### src/rtl/htw_pkg.sv
// Shared types, constants and datapath operation codes for the hierarchical timer wheel.
// Used by every module of the block; depends on nothing.
package htw_pkg;

	// Pool and wheel geometry.
	localparam int POOL_SIZE  = 32;
	localparam int NEAR_BITS  = 8;
	localparam int FAR_BITS   = 6;
	localparam int FAR_LEVELS = 4;
	localparam int NEAR_SIZE  = 1 << NEAR_BITS;
	localparam int FAR_SIZE   = 1 << FAR_BITS;
	localparam int NUM_SLOTS  = NEAR_SIZE + FAR_LEVELS * FAR_SIZE;
	localparam int ID_W       = $clog2(POOL_SIZE);
	localparam int LINK_W     = $clog2(POOL_SIZE + 1);
	localparam int SLOT_W     = $clog2(NUM_SLOTS);
	localparam int LVL_W      = (FAR_LEVELS > 1) ? $clog2(FAR_LEVELS) : 1;
	localparam logic [LINK_W-1:0] EMPTY = LINK_W'(POOL_SIZE);

	// Input commands.
	localparam logic [1:0] CMD_TICK  = 2'd0;
	localparam logic [1:0] CMD_START = 2'd1;
	localparam logic [1:0] CMD_STOP  = 2'd2;

	typedef struct packed {
		logic [1:0]  command;
		logic [4:0]  timer_id;
		logic [31:0] interval;
		logic        periodic;
	} in_beat_t;

	typedef struct packed {
		logic [4:0]  fired_timer;
		logic [63:0] fired_at;
		logic        last_in_tick;
	} out_beat_t;

	// Operations the controller asks of the datapath, one per cycle.
	typedef enum logic [4:0] {
		OP_NONE,
		OP_SWEEP,
		OP_LOAD,
		OP_UNL_RD,
		OP_UNL_WR,
		OP_ARM,
		OP_PLACE_A,
		OP_PLACE_B,
		OP_TICK_INIT,
		OP_CASC_TAKE,
		OP_TAKE_CLR,
		OP_LVL_INC,
		OP_CASC_RD,
		OP_CASC_GOT,
		OP_NEXT,
		OP_ADVANCE,
		OP_FIRE_RD,
		OP_FIRE_GOT
	} dp_op_t;

	// Status the datapath reports back to the controller.
	typedef struct packed {
		logic cmd_tick;
		logic cmd_start;
		logic cmd_stop;
		logic armed;
		logic near_zero;
		logic cur_empty;
		logic slot_is_base;
		logic lvl_last;
		logic repeats;
		logic out_free;
		logic clr_last;
	} dp_status_t;

endpackage

### src/rtl/htw_ctrl.sv
// Controller of the timer wheel: sequences start, stop, cascade and fire steps.
// Depends on htw_pkg; drives htw_datapath through one operation per cycle.
module htw_ctrl import htw_pkg::*; (
	input  logic       clk,
	input  logic       arst_n,
	input  logic       in_valid,
	output logic       in_stall,
	input  dp_status_t status,
	output dp_op_t     op
);

	typedef enum logic [4:0] {
		S_CLEAR,
		S_IDLE,
		S_DISPATCH,
		S_UNL_RD,
		S_UNL_WR,
		S_ARM,
		S_PLACE_A,
		S_PLACE_B,
		S_TICK_INIT,
		S_CASC_TAKE,
		S_CASC_CLR,
		S_CASC_LOOP,
		S_CASC_GOT,
		S_CASC_NEXT,
		S_ADVANCE,
		S_FIRE_CLR,
		S_FIRE_LOOP,
		S_FIRE_GOT,
		S_FIRE_NEXT
	} state_t;

	state_t state_q, ret_q;

	// Operation for the current state.
	always_comb begin
		op = OP_NONE;
		unique case (state_q)
			S_CLEAR:     op = OP_SWEEP;
			S_IDLE:      op = in_valid ? OP_LOAD : OP_NONE;
			S_DISPATCH:  op = OP_NONE;
			S_UNL_RD:    op = OP_UNL_RD;
			S_UNL_WR:    op = OP_UNL_WR;
			S_ARM:       op = OP_ARM;
			S_PLACE_A:   op = OP_PLACE_A;
			S_PLACE_B:   op = OP_PLACE_B;
			S_TICK_INIT: op = OP_TICK_INIT;
			S_CASC_TAKE: op = OP_CASC_TAKE;
			S_CASC_CLR:  op = OP_TAKE_CLR;
			S_CASC_LOOP: begin
				if (!status.cur_empty)
					op = OP_CASC_RD;
				else if (status.slot_is_base && !status.lvl_last)
					op = OP_LVL_INC;
			end
			S_CASC_GOT:  op = OP_CASC_GOT;
			S_CASC_NEXT: op = OP_NEXT;
			S_ADVANCE:   op = OP_ADVANCE;
			S_FIRE_CLR:  op = OP_TAKE_CLR;
			S_FIRE_LOOP: op = status.cur_empty ? OP_NONE : OP_FIRE_RD;
			S_FIRE_GOT:  op = status.out_free ? OP_FIRE_GOT : OP_NONE;
			S_FIRE_NEXT: op = OP_NEXT;
			default:     op = OP_NONE;
		endcase
	end

	assign in_stall = (state_q != S_IDLE);

	// State register and return point for the shared placement steps.
	always_ff @(posedge clk or negedge arst_n) begin
		if (!arst_n) begin
			state_q <= S_CLEAR;
			ret_q   <= S_IDLE;
		end else begin
			unique case (state_q)
				S_CLEAR:    if (status.clr_last) state_q <= S_IDLE;
				S_IDLE:     if (in_valid) state_q <= S_DISPATCH;
				S_DISPATCH: begin
					if (status.cmd_tick)
						state_q <= S_TICK_INIT;
					else if ((status.cmd_start || status.cmd_stop) && status.armed)
						state_q <= S_UNL_RD;
					else if (status.cmd_start)
						state_q <= S_ARM;
					else
						state_q <= S_IDLE;
				end
				S_UNL_RD:   state_q <= S_UNL_WR;
				S_UNL_WR:   state_q <= status.cmd_start ? S_ARM : S_IDLE;
				S_ARM: begin
					ret_q   <= S_IDLE;
					state_q <= S_PLACE_A;
				end
				S_PLACE_A:  state_q <= S_PLACE_B;
				S_PLACE_B:  state_q <= ret_q;
				S_TICK_INIT: state_q <= status.near_zero ? S_CASC_TAKE : S_ADVANCE;
				S_CASC_TAKE: state_q <= S_CASC_CLR;
				S_CASC_CLR:  state_q <= S_CASC_LOOP;
				S_CASC_LOOP: begin
					if (!status.cur_empty)
						state_q <= S_CASC_GOT;
					else if (status.slot_is_base && !status.lvl_last)
						state_q <= S_CASC_TAKE;
					else
						state_q <= S_ADVANCE;
				end
				S_CASC_GOT: begin
					ret_q   <= S_CASC_NEXT;
					state_q <= S_PLACE_A;
				end
				S_CASC_NEXT: state_q <= S_CASC_LOOP;
				S_ADVANCE:   state_q <= S_FIRE_CLR;
				S_FIRE_CLR:  state_q <= S_FIRE_LOOP;
				S_FIRE_LOOP: state_q <= status.cur_empty ? S_IDLE : S_FIRE_GOT;
				S_FIRE_GOT: begin
					if (status.out_free) begin
						ret_q   <= S_FIRE_NEXT;
						state_q <= status.repeats ? S_PLACE_A : S_FIRE_NEXT;
					end
				end
				S_FIRE_NEXT: state_q <= S_FIRE_LOOP;
				default:     state_q <= S_IDLE;
			endcase
		end
	end

endmodule

### config.mk
export PLATFORM = sky130hd
export DESIGN_NAME = htw_ctrl
export DESIGN_NICKNAME = d
export VERILOG_FILES = /design/src/rtl/htw_pkg.sv /design/src/rtl/htw_ctrl.sv
export SDC_FILE = /design/constraint.sdc
export NUM_CORES = 1
export LEC_CHECK = 0
export BUFFER_PORTS_ARGS = -buffer_cell sky130_fd_sc_hd__buf_2
export CAP_MARGIN = 0
export CORE_MARGIN = 3
export CORE_UTILIZATION = 53
export CTS_CLUSTER_SIZE = 24
export DETAILED_ROUTE_END_ITERATION = 16
export HOLD_SLACK_MARGIN = 0.02
export PLACE_DENSITY = 0.83
export SYNTH_ARGS = -nofsm -noshare
export SYNTH_HDL_FRONTEND = slang
export SYNTH_SLANG_ARGS = --single-unit
### constraint.sdc
create_clock -name clk -period 2.5 [get_ports clk]
set_clock_uncertainty 0.15 [all_clocks]
set_input_delay 0.5 -clock clk [delete_from_list [all_inputs] [get_ports clk]]
set_output_delay 0.5 -clock clk [all_outputs]
set_load 0.03 [all_outputs]
Word-level counts from Yosys, hierarchy flattened
Index checks and enable logic that the tools add are counted.
{"block": "op_classes", "eq_ne": 22, "n_shift": 0, "n_reduce_logical": 13, "div": 0, "bitwise_logic": 0, "n_mux": 20, "n_addsub": 0, "multipliers": 0, "n_lt_le_gt_ge": 0}
{"cell": "$pmux 5 s16", "n": 2}
{"cell": "$eq 5x4->1 const B", "n": 8}
{"cell": "$mux 5", "n": 8}
{"cell": "$eq 5x3->1 const B", "n": 4}
{"cell": "$eq 5x5->1 const B", "n": 3}
{"cell": "$mux 3", "n": 5}
{"cell": "$pmux 5 s3", "n": 1}
{"cell": "$mux 4", "n": 3}
{"cell": "$eq 5x2->1 const B", "n": 2}
{"cell": "$reduce_or 2->1", "n": 5}
{"cell": "$ne 2x2->1 const B", "n": 3}
{"cell": "$eq 5x1->1 const B", "n": 1}
{"cell": "$logic_not 5->1", "n": 1}
{"cell": "$ne 5x1->1 const B", "n": 1}
{"cell": "$reduce_and 3->1", "n": 1}
{"cell": "$reduce_bool 3->1", "n": 1}
{"cell": "$logic_and 1x1->1", "n": 2}
{"cell": "$mux 2", "n": 1}
{"cell": "$reduce_and 2->1", "n": 1}
{"cell": "$logic_not 1->1", "n": 1}
{"cell": "$logic_or 1x1->1", "n": 1}
{"block": "totals", "output_inout_bits": 6, "ff_bits": 10, "memories": 0, "input_bits": 14, "latch_bits": 0, "mem_bits_rw": 0, "wordCells": 57, "romBits": 0}

Depth between registers and ports, before layout
Gate-level depths: netlist of the first run.
{"block": "depth", "word_depth": 5, "depth_mapped": 6}

Least setup slack after synthesis of the first run
No wires, ideal clock.
{"block": "synth_timing", "kind": "reg2out", "startpoint": "register state_q[3]", "endpoint": "output op[1]", "path_slack_ns": 0.238, "t_arrival_ns": 1.612, "path_buffers": 2, "path_stages_with_launch": 7, "cell_sequence": "dfrtp_1 -> buf_4 -> buf_2 -> nor2_1 -> a221oi_2 -> a21oi_1 -> o211ai_1"}
{"block": "synth_between", "elab_chain_cells": 3, "elab_cells_between_ends": 21, "classes_between": "17 x eq/ne; 1 x mux; 3 x reduce/logical"}
{"item": "start, declared", "line": "htw_ctrl.sv:34", "rtl": "state_t state_q, ret_q;"}
{"item": "start signal, assigned", "line": "htw_ctrl.sv:90", "rtl": "S_UNL_WR: state_q <= status.cmd_start ? S_ARM : S_IDLE;"}
{"item": "start signal, assigned", "line": "htw_ctrl.sv:96", "rtl": "S_PLACE_B: state_q <= ret_q;"}
{"item": "start signal, assigned", "line": "htw_ctrl.sv:97", "rtl": "S_TICK_INIT: state_q <= status.near_zero ? S_CASC_TAKE : S_ADVANCE;"}
{"item": "$eq 5x5->1 / $eq 5x4->1 (equally long branches)", "line": "htw_ctrl.sv:39", "rtl": "unique case (state_q)"}
{"item": "$reduce_or 2->1 (no line)"}
{"item": "$pmux 5 s16 (*)", "line": "htw_ctrl.sv:39"}
{"item": "end, declared", "line": "htw_ctrl.sv:9", "rtl": "output dp_op_t op"}
Every way passes the cells marked *; elsewhere a longest branch is shown, timed or not.

Final worst setup path of the first run
{"block": "layout_timing", "startpoint": "register state_q[4]", "endpoint": "output op[1]"}
The elaborated chain is that of the path after synthesis.

==> results by group, run 1 <==
Yosys
  • Synth Area in Simple Gates: 35.4%
  • Largest family of logic cells by synthesized area: simple AND/OR/NAND/NOR gates
  • EDFF count, synth: 0
  • Synth cell types: 45
  • Syn. warnings: 0
  • Async SR Flop Fraction: 100%
  • Post-synthesis mux area share: 1.07%
  • Number of synthesized register bits: 8
  • Area of the mapped netlist: 936 sq um
  • Post-synthesis xor/xnor area fraction: 0.936%
  • Cells after Synth: 123
  • Synthesized Nets: 137
  • Post-Synth Adder-Cell Area: 0%
  • Ys flop type: dfrtp_1
  • Synth Area in Compound Gates: 32.2%
  • Avg Cell Area, Syn: 7.61 sq um
  • Sequential area share after synthesis: 21.5%

Placed design
  • Post-DP HPWL: 2240 um
  • Final GP Congestion: 0.941
  • IO Port Bufs: 19

Worst setup path
  • Critical Path Start Type: flop
  • Slowest CP cell: or4_4
  • Largest stage delay, worst path: 0.55 ns
  • Worst setup path class: flop to primary output
  • Critical path arrival: 1.76 ns
  • CP Max Fanout: 6
  • CP cell instances: nand2b_1 -> or4_4 -> o211ai_1 -> clkbuf_4
  • Data required, critical path: 1.85 ns
  • Worst setup EP type: primary output

Clock network
  • Clk buf depth: 2
  • Worst-skew pair later-pin latency: 0.25 ns
  • CTS Sinks: 8
  • Clock root buffer: clkbuf_4
  • CTS buffer count: 3
  • Clock slew at reported path FFs: 0.05 ns
  • H-tree depth: 1
  • CTS tree: done

STA
  • Peak Freq: 415 MHz
  • RSZ-0062 raised after global routing: false
  • Final hold slack: 0.380 ns
  • Setup TNS: 0 ns
  • Crit share post-route: 96.4%
  • Rel. slew slack: 79.7%
  • Max-slew violation count: 0
  • Slew @ Worst Pin: 0.301 ns
  • Endpoints failing hold: 0
  • Min Tclk post-route: 2.41 ns
  • Endpoints failing setup: 0

Global routing
  • Largest net degree at the start of global routing: 13
  • All-Layer GR Usage: 27.1%
  • Initial antenna violation count: 0
  • Grt total ovfl: 0
  • Vias in the first global route: 918
  • First-pass GRT wire length: 4270 um

Route
  • Routed WL: 2810 um
  • Initial DRT Pass Iterations: 5
  • Vias/cell: 6.37
  • Routed Antenna Nets: 0
  • Post-route DRC: 0
  • Initial DRC count: 50
  • Avg WL per Cell: 16.8 um
  • Via Count: 1,064

Power
  • Overall Power: 1.67 mW
  • VDD IR max: 1030 uV
  • Leakage: 0.475 nW
  • Pwr/cell area: 1460 mW/mm^2

Die
  • DIE AREA: 0.00231 sq mm
  • Core area: 0.00158 sq mm
  • Starting Density: 59.4%
  • Chip width: 48.0 um
  • I/O pins: 20
  • Chip height: 48.0 um
  • # rows: 14

Final layout
  • Most common cell after layout, fill and taps aside: buf_2
  • Layout Area Growth over Synthesis: 21.7%
  • Most frequent cells in the layout: buf_2 (17), nor2_1 (14), buf_4 (14), nand2_1 (8)
  • Share of cells above drive strength 1: 33.8%
  • Diodes inserted: 0
  • Nets: 166

Status
  • Status: finished clean

Min path
  • Hold WC Path Type: flop to flop

Job
  • Max-cap violations: 0
power breakdown:
part / internal (mW) / total, mW / switching (mW)
combinational: 0.529 / 1.25 / 0.718
sequential: 0.202 / 0.322 / 0.120
clock: 0.0606 / 0.0986 / 0.0379
worst max-delay path: cells and delay by family, from the launching register on:
family,cells,cell delay [ns]
and+or+nand+nor,2,0.77
AOI/OAI and AO/OA,1,0.11
buffers and inverters,1,0.21
DFF,1,0.42
repair_timing:
action / in CTS / in global routing
endpoints found under the hold margin: 7 / 0
gates resized for setup: 1 / 6
buffers inserted: 0 / 3
hold buffers: 1 / 0
setup endpoints to repair: 2 / 2
Yosys cell counts, drive strengths merged, types with 4 or more instances:
master | instances | area, sq um
buf | 9 | 56.3
nor3 | 8 | 50.1
a21oi | 7 | 35.0
nand3 | 4 | 20.0
nor2b | 5 | 31.3
a31oi | 4 | 25.0
inv | 7 | 26.3
nor2 | 14 | 52.6
dfrtp | 7 | 175
nand2 | 10 | 42.5
nand2b | 8 | 57.6
o21ai | 5 | 25.0
metal layers:
layer / vias to the layer above / track usage (%) / share of wire, %
met3: 0 / 3.38 / 5.9
li1: 513 / - / -
met5: - / 0 / 0
met4: 0 / 8.60 / 0
met1: 507 / 38.1 / 44
met2: 44 / 43.0 / 51
final timing paths:
path | to | from | cells past startpoint | slack, ns
worst min register to register | ret_q[0] | ret_q[0] | 1 | 0.38
worst min-delay path | ret_q[0] | ret_q[0] | 1 | 0.38
max in group asynchronous | ret_q[0] | arst_n | 2 | 1.49
worst max register to register | state_q[0] | state_q[3] | 5 | 0.53
worst max-delay path | op[1] | state_q[4] | 4 | 0.09
min in group asynchronous | ret_q[1] | arst_n | 2 | 0.47
registers in the layout (all words and copies together) (netlist names):
| register | flops |
|---|---|
| ret_q | 3 |
| state_q | 5 |
kinds of logic (layout without fill, tap and decap cells):
logic type	Yosys count	count (layout)
xor gates and xnor gates	1	1
and+or+nand+nor	58	58
muxes	1	1
AOI/OAI and AO/OA	39	39
DFF	8	8
buffers and inverters	16	44
layout make-up:
type | count | area [sq um]
timing repair buffer | 33 | 208
inverter | 7 | 26.3
sequential | 8 | 206
fill | 130 | 438
tap | 16 | 20.0
multi-input combinational | 99 | 652
clock buffer | 4 | 26.3
stage by stage:
stage	instance area, sq um	util [%]	instances	setup slack (ns)
detailed placement	1070	67.9	159	0.257
global placement	1070	67.9	159	0.265
finish	1140	72.2	167	0.0892
CTS	1110	70.2	164	0.00302
global route	1140	72.2	167	0.00165
floorplan	936	-	123	0.238
(Power assumes the default switching activity.)
==> run 2, diff against run 1 <==
--- a/config.mk
+++ b/config.mk
@@ -13,6 +13,7 @@
 export DETAILED_ROUTE_END_ITERATION = 16
 export HOLD_SLACK_MARGIN = 0.02
 export PLACE_DENSITY = 0.83
+export SETUP_SLACK_MARGIN = 0.3
 export SYNTH_ARGS = -nofsm -noshare
 export SYNTH_HDL_FRONTEND = slang
 export SYNTH_SLANG_ARGS = --single-unit
==> run 2 against run 1 <==
Against the previous run:
- die area did not move
- combinational power rose by 30%
- via count rose by 18%
- first-iteration DRC count rose by 130%
- sequential power fell by 8.4%
- worst hold slack got worse by 0.017 ns
- final area rose by 15%
- utilization rose by 11 points
- critical path depth rose by 1
- critical path type unchanged
- critical endpoint unchanged
==> results by group, run 2 (same netlist as run 1, synthesis figures left out) <==
Route
  • Post-route DRC: 0 (unchanged)
  • Initial DRT Pass Iterations: 4 (-1)
  • Vias/cell: 6.98 (+9.6%)
  • Routed WL: 3700 um (+32%)
  • Routed Antenna Nets: 0 (unchanged)
  • Initial DRC count: 117 (+130%)
  • Avg WL per Cell: 20.6 um (+23%)
  • Via Count: 1,257 (+18%)

Placed design
  • Final GP Congestion: 0.948 (+0.73%)
  • Dpl cell area: 0.00108 sq mm (+1.4%)
  • Post-DP HPWL: 2170 um (-3.4%)
  • Pre-CTS setup slack: 0.285 ns (+0.0278 ns)
  • IO Port Bufs: 19 (unchanged)

Final layout
  • Largest regs: state_q: 5 flops, ret_q: 3 flops
  • Multi-input logic area: 699 sq um (+7.3%)
  • Largest Register: state_q
  • FF/Latch Area: 206 sq um (unchanged)
  • Most frequent cells in the layout: buf_4 (25), buf_2 (15), nor2_1 (12)
  • Share of cells above drive strength 1: 43.9% (+10 points)
  • Diodes inserted: 0 (unchanged)
  • Layout Area Growth over Synthesis: 39.7%
  • Fill count: 94 (-28%)
  • Nets: 179 (+7.8%)
  • Most common cell after layout, fill and taps aside: buf_4
  • Number of flip-flops in the largest register: 5 (unchanged)
  • Fin area: 0.00131 sq mm (+15%)

Global routing
  • First-pass GRT wire length: 5150 um (+21%)
  • Largest net degree at the start of global routing: 16 (+3)
  • Grt total ovfl: 0 (unchanged)
  • Vias in the first global route: 1,077 (+17%)
  • Initial antenna violation count: 0 (unchanged)
  • All-Layer GR Usage: 32.0% (+4.9 points)

Power
  • Pwr/cell area: 1550 mW/mm^2 (+5.8%)
  • Leakage: 0.561 nW (+18%)
  • VDD IR max: 955 uV (-7.7%)
  • Overall Power: 2.03 mW (+21%)

STA
  • Slew @ Worst Pin: 0.322 ns (+0.0217 ns)
  • Final hold slack: 0.363 ns (-0.0168 ns)
  • Final WS setup: 0.128 ns (+0.0388 ns)
  • RSZ-0062 raised after global routing: true
  • Endpoints failing setup: 0 (unchanged)
  • Rel. slew slack: 78.3% (-1.4 points)
  • Crit share post-route: 94.9% (-1.6 points)
  • Peak Freq: 422 MHz (+1.6%)
  • Setup TNS: 0 ns (unchanged)
  • Max-slew violation count: 0 (unchanged)
  • Endpoints failing hold: 0 (unchanged)
  • Min Tclk post-route: 2.37 ns (-0.0388 ns)

Worst setup path
  • Data required, critical path: 1.85 ns (about the same)
  • Critical Path Start Type: flop
  • CP Max Fanout: 6 (unchanged)
  • Worst setup path class: flop to primary output
  • Worst setup EP type: primary output
  • Critical path arrival: 1.72 ns (-0.04 ns)

Die
  • Core area: 0.00158 sq mm (unchanged)
  • DIE AREA: 0.00231 sq mm (unchanged)
  • I/O pins: 20 (unchanged)
  • Chip height: 48.0 um (unchanged)
  • Starting Density: 59.4% (unchanged)
  • # rows: 14 (unchanged)
  • Chip width: 48.0 um (unchanged)

Clock network
  • Clk buf depth: 2 (unchanged)
  • CTS buffer count: 3 (unchanged)
  • H-tree depth: 1 (unchanged)
  • Clock root buffer: clkbuf_4
  • Worst-skew pair later-pin latency: 0.27 ns (+0.02 ns)
  • CTS tree: done
  • CTS Sinks: 8 (unchanged)
  • Clock slew at reported path FFs: 0.07 ns (+0.02 ns)

Job
  • Max-cap violations: 0 (unchanged)

Status
  • Status: finished clean

Min path
  • Hold WC Path Type: flop to flop
==> run 2: cell count changes in the layout (fill, tap and decap cells not counted), moves of 2 or more <==
cell     change
buf_4       +11
buf_6        +5
buf_2        -2
nor2_1       -2
nor2b_1      -2
==> run 2: worst max-delay path, stage by stage, from the launching register on <==
cell      delay (ns)
dfrtp_2         0.47
and2b_2         0.23
a221oi_2        0.27
a21oi_1         0.11
o211ai_1        0.18
buf_4           0.19
==> run 2: cell type report <==
class,count,area share (%)
clock buffers,4,2.01
inverters,7,2.01
multi-input cells,99,53.5
flip-flops and latches,8,15.8
well taps,16,1.53
repair buffers,46,25.2
==> run 2: repair_timing <==
| action | CTS | global route |
|---|---|---|
| pin swaps | 3 | 4 |
| setup endpoints to repair | 5 | 5 |
| endpoints found under the hold margin | 7 | 0 |
| hold buffers | 1 | 0 |
| setup buffers | 10 | 4 |
| resized for setup | 13 | 15 |
==> run 2: path summary, 6_finish.rpt <==
check                            from         end  slack, ns  depth (start not counted)
setup reg to reg           state_q[0]  state_q[0]       0.37                          6
hold reg to reg              ret_q[0]    ret_q[0]       0.36                          1
hold / removal               ret_q[0]    ret_q[0]       0.36                          1
max in group asynchronous      arst_n    ret_q[0]       1.49                          2
min in group asynchronous      arst_n  state_q[1]       0.44                          2
setup / recovery           state_q[3]       op[1]       0.13                          5
==> run 2: where the power goes <==
part,switching (mW),internal (mW),total (mW)
clock network,0.0515,0.0612,0.113
registers,0.0935,0.202,0.295
logic,0.895,0.723,1.62
==> run 2: metal layers <==
| layer | routed length, um | global-route usage, % | vias up |
|---|---|---|---|
| li1 | - | - | 536 |
| met1 | 1360 | 43.2 | 580 |
| met2 | 1660 | 53.0 | 119 |
| met3 | 457 | 5.26 | 22 |
| met4 | 227 | 7.53 | 0 |
| met5 | 0 | 0 | - |
==> run 2: through the flow <==
stage	cells	util [%]
floorplan	123	-
global placement	161	68.8
detailed placement	161	68.8
CTS	176	78.1
global route	180	82.9
finish	180	82.9
==> run 3, diff against run 2 <==
--- a/config.mk
+++ b/config.mk
@@ -5,10 +5,11 @@
 export SDC_FILE = /design/constraint.sdc
 export NUM_CORES = 1
 export LEC_CHECK = 0
+export ABC_AREA = 1
 export BUFFER_PORTS_ARGS = -buffer_cell sky130_fd_sc_hd__buf_2
 export CAP_MARGIN = 0
 export CORE_MARGIN = 3
-export CORE_UTILIZATION = 53
+export CORE_UTILIZATION = 52
 export CTS_CLUSTER_SIZE = 24
 export DETAILED_ROUTE_END_ITERATION = 16
 export HOLD_SLACK_MARGIN = 0.02
==> run 3 against run 2 <==
Against the previous run:
- total power decreased by 15%
- worst setup slack better by 0.0027 ns
- utilization rose by 7.4 points
- sequential power barely moved
- routed wire length up 14%
- critical path depth increased by 1
- via count grew 11%
- synthesized cell count up 27%
- combinational power down 19%
- synthesized area decreased by 9.2%
- cell count increased by 16%
- non-clock buffer count down 12
- critical endpoint is now op[2]
==> results by group, run 3 <==
Final layout
  • Diodes inserted: 0 (unchanged)
  • Largest Register: state_q
  • FF/Latch Area: 208 sq um (+0.61%)
  • Number of flip-flops in the largest register: 5 (unchanged)
  • Most common cell after layout, fill and taps aside: nand2_1
  • Multi-input logic area: 697 sq um (-0.36%)
  • Most frequent cells in the layout: nand2_1 (32), nor2_1 (27), buf_4 (17), inv_1 (15), buf_2 (14)
  • Largest regs: state_q: 5 flops, ret_q: 3 flops
  • Nets: 208 (+16%)
  • Fill count: 71 (-24%)
  • Share of cells above drive strength 1: 44.6% (+0.66 points)
  • Layout Area Growth over Synthesis: 50.5%

Worst setup path
  • Buf/Inv on CP: 1 (unchanged)
  • Worst setup EP type: primary output
  • Slowest CP cell: dfrtp_2
  • Worst setup path class: flop to primary output
  • Critical path arrival: 1.72 ns (about the same)
  • Largest stage delay, worst path: 0.48 ns (about the same)
  • Data required, critical path: 1.85 ns (about the same)
  • Critical Path Start Type: flop
  • CP cell instances: nor2_4 -> nand2_1 -> nor2_1 -> nor3_1 -> o2111ai_1 -> buf_4
  • CP Max Fanout: 4 (-2)
  • Top delay family on crit path: simple AND/OR/NAND/NOR gates

Power
  • Combinational power share: 76.0% (-3.9 points)
  • Net Switching: 1.02 mW (-2.2%)
  • VDD IR max: 918 uV (-3.9%)
  • Switching part of the total: 58.8% (+7.4 points)
  • Internal power: 714 uW (-28%)
  • Pwr/cell area: 1350 mW/mm^2 (-13%)
  • Leakage: 0.664 nW (+18%)
  • Sequential Power Share: 17.0% (+2.4 points)
  • Clock power frac: 7.1% (+1.5 points)

Clock network
  • Worst-skew pair later-pin latency: 0.28 ns (about the same)
  • CTS Sinks: 8 (unchanged)
  • CTS buffer count: 3 (unchanged)
  • H-tree depth: 1 (unchanged)
  • Clock slew at reported path FFs: 0.07 ns (about the same)
  • Clock root buffer: clkbuf_4
  • CTS tree: done
  • Clk buf depth: 2 (unchanged)

Global routing
  • Vias in the first global route: 1,101 (+2.2%)
  • Largest net degree at the start of global routing: 9 (-7)
  • Initial antenna violation count: 0 (unchanged)
  • All-Layer GR Usage: 32.2% (+0.26 points)
  • Grt total ovfl: 0 (unchanged)
  • First-pass GRT wire length: 4760 um (-7.5%)

Job
  • Max-cap violations: 0 (unchanged)

Yosys
  • Ys flop type: dfrtp_1
  • Post-synthesis mux area share: 0% (-1.1 points)
  • Number of synthesized register bits: 8 (unchanged)
  • Top-area cell type share of the netlist area: 20.6% (+1.9 points)
  • Async SR Flop Fraction: 100% (unchanged)
  • Cells after Synth: 156 (+27%)
  • Top post-synthesis cells by area: dfrtp_1 (21%), nand2_1 (18%), nor2_1 (17%)
  • Syn. warnings: 0 (unchanged)
  • Post-Synth Adder-Cell Area: 0% (unchanged)
  • Area of the mapped netlist: 850 sq um (-9.2%)
  • Sequential area share after synthesis: 23.7% (+2.2 points)
  • Synth Area in Compound Gates: 9.57% (-23 points)
  • Largest family of logic cells by synthesized area: simple AND/OR/NAND/NOR gates
  • Post-synthesis xor/xnor area fraction: 0% (-0.94 points)
  • Synth top cells by count: nand2_1 (41), nor2_1 (38), inv_1 (20)
  • Synthesized Nets: 170 (+24%)
  • Avg Cell Area, Syn: 5.45 sq um (-28%)
  • Most common cell in the netlist: nand2_1
  • EDFF count, synth: 0 (unchanged)
  • Synth area leader: dfrtp_1
  • Synth cell types: 22 (-51%)
  • Synth Area in Simple Gates: 55.1% (+20 points)

STA
  • Rel. slew slack: 72.4% (-5.9 points)
  • Setup TNS: 0 ns (unchanged)
  • Max-slew violation count: 0 (unchanged)
  • Crit share post-route: 94.8% (-0.11 points)
  • RSZ-0062 raised after global routing: true
  • Peak Freq: 422 MHz (+0.11%)
  • Slew @ Worst Pin: 0.413 ns (+0.0903 ns)
  • Endpoints failing setup: 0 (unchanged)
  • Min Tclk post-route: 2.37 ns (-0.00271 ns)
  • Endpoints failing hold: 0 (unchanged)
  • Final WS setup: 0.131 ns (+0.00271 ns)

Route
  • Post-route DRC: 0 (unchanged)
  • Routed WL: 4240 um (+14%)
  • Vias/cell: 6.74 (-3.5%)
  • Initial DRC count: 186 (+59%)
  • Avg WL per Cell: 20.4 um (-0.92%)
  • Initial DRT Pass Iterations: 6 (+2)
  • Via Count: 1,401 (+11%)
  • Routed Antenna Nets: 0 (unchanged)

Die
  • Starting Density: 60.0% (+0.67 points)
  • Core area: 0.00142 sq mm (-10%)
  • Chip height: 46.4 um (-3.3%)
  • I/O pins: 20 (unchanged)
  • # rows: 13 (-1)
  • DIE AREA: 0.00215 sq mm (-6.6%)
  • Chip width: 46.4 um (-3.3%)

Placed design
  • Final GP Congestion: 1.06 (+12%)
  • Pre-CTS setup slack: 0.320 ns (+0.0356 ns)
  • IO Port Bufs: 19 (unchanged)
  • Post-DP HPWL: 2060 um (-5.1%)

Status
  • Status: finished clean

Min path
  • Hold WC Path Type: flop to flop
## run 3: cell types whose count changed after synthesis, sizes merged, moves of 5 or more
cell	delta
inv	+18
nand2	+31
nor2	+30
nand2b	-8
nand3	+10
buf	-8
nor2b	-5
## run 3: final timing paths
check	slack, ns	from	end	depth (start not counted)
min reg2reg	0.35	ret_q[1]	ret_q[1]	1
min	0.35	ret_q[1]	ret_q[1]	1
max in group asynchronous	1.50	arst_n	ret_q[0]	2
min in group asynchronous	0.45	arst_n	ret_q[1]	2
max reg2reg	0.59	state_q[3]	state_q[0]	10
max	0.13	state_q[3]	op[2]	6
## run 3: cell families (layout without fill, tap and decap cells)
logic type | count (synthesis) | in the layout
AND/OR/NAND/NOR | 109 | 109
buffers and inverters | 26 | 63
AO/OA/AOI/OAI | 13 | 13
flip-flops | 8 | 8
## run 3: cell type report
class | instances | area share [%]
multi-input cells | 122 | 54.5
repair buffers | 34 | 18.0
flip-flops and latches | 8 | 16.2
inverters | 25 | 7.73
clock buffers | 4 | 2.05
well taps | 15 | 1.47
## run 3: per-layer routing
layer	wire (um)	vias to the layer above	GRT usage [%]	share of wire (%)
met5	0	-	0	0
met4	367	0	14.2	8.7
met3	695	59	11.3	16
met2	1750	170	51.9	41
met1	1430	605	38.1	34
li1	-	567	-	-
## run 3: metrics by stage
stage / area, sq um / util (%) / power, mW / hold slack (ns) / cells
final: 1280 / 90.4 / 1.73 / 0.350 / 208
after floorplan: 850 / - / 0.879 / 0.0544 / 156
after global routing: 1280 / 90.4 / 1.79 / 0.385 / 208
after global placement: 966 / 68.3 / 1.10 / 0.194 / 190
after detailed placement: 966 / 68.3 / 1.09 / 0.200 / 190
after CTS: 1170 / 82.8 / 1.41 / 0.320 / 202
## run 3: worst reg2reg max path, stage by stage (launching register included)
cell	delay, ns
dfrtp_2	0.48
nor2_4	0.17
nand2_1	0.07
nor2_1	0.33
nor2_1	0.14
nand2_1	0.11
nor2_1	0.06
nand2_1	0.06
nand2_1	0.08
nand2_1	0.10
nand2_1	0.05
## run 3: power by group through the flow
stage	clock (mW)	sequential [mW]	combinational, mW
after detailed placement	0	0.245	0.849
after CTS	0.110	0.263	1.04
after floorplan	0	0.218	0.660
final	0.123	0.294	1.32
after global placement	0	0.242	0.854
after global routing	0.124	0.296	1.37
## run 3: what timing repair did
| action | CTS | global route |
|---|---|---|
| setup endpoints to repair | 5 | 6 |
| resized for setup | 36 | 23 |
| pin swaps | 5 | 11 |
| cloned | 0 | 0 |
| hold buffers | 1 | 0 |
| buffers inserted | 7 | 6 |
| hold endpoints to repair | 7 | 0 |
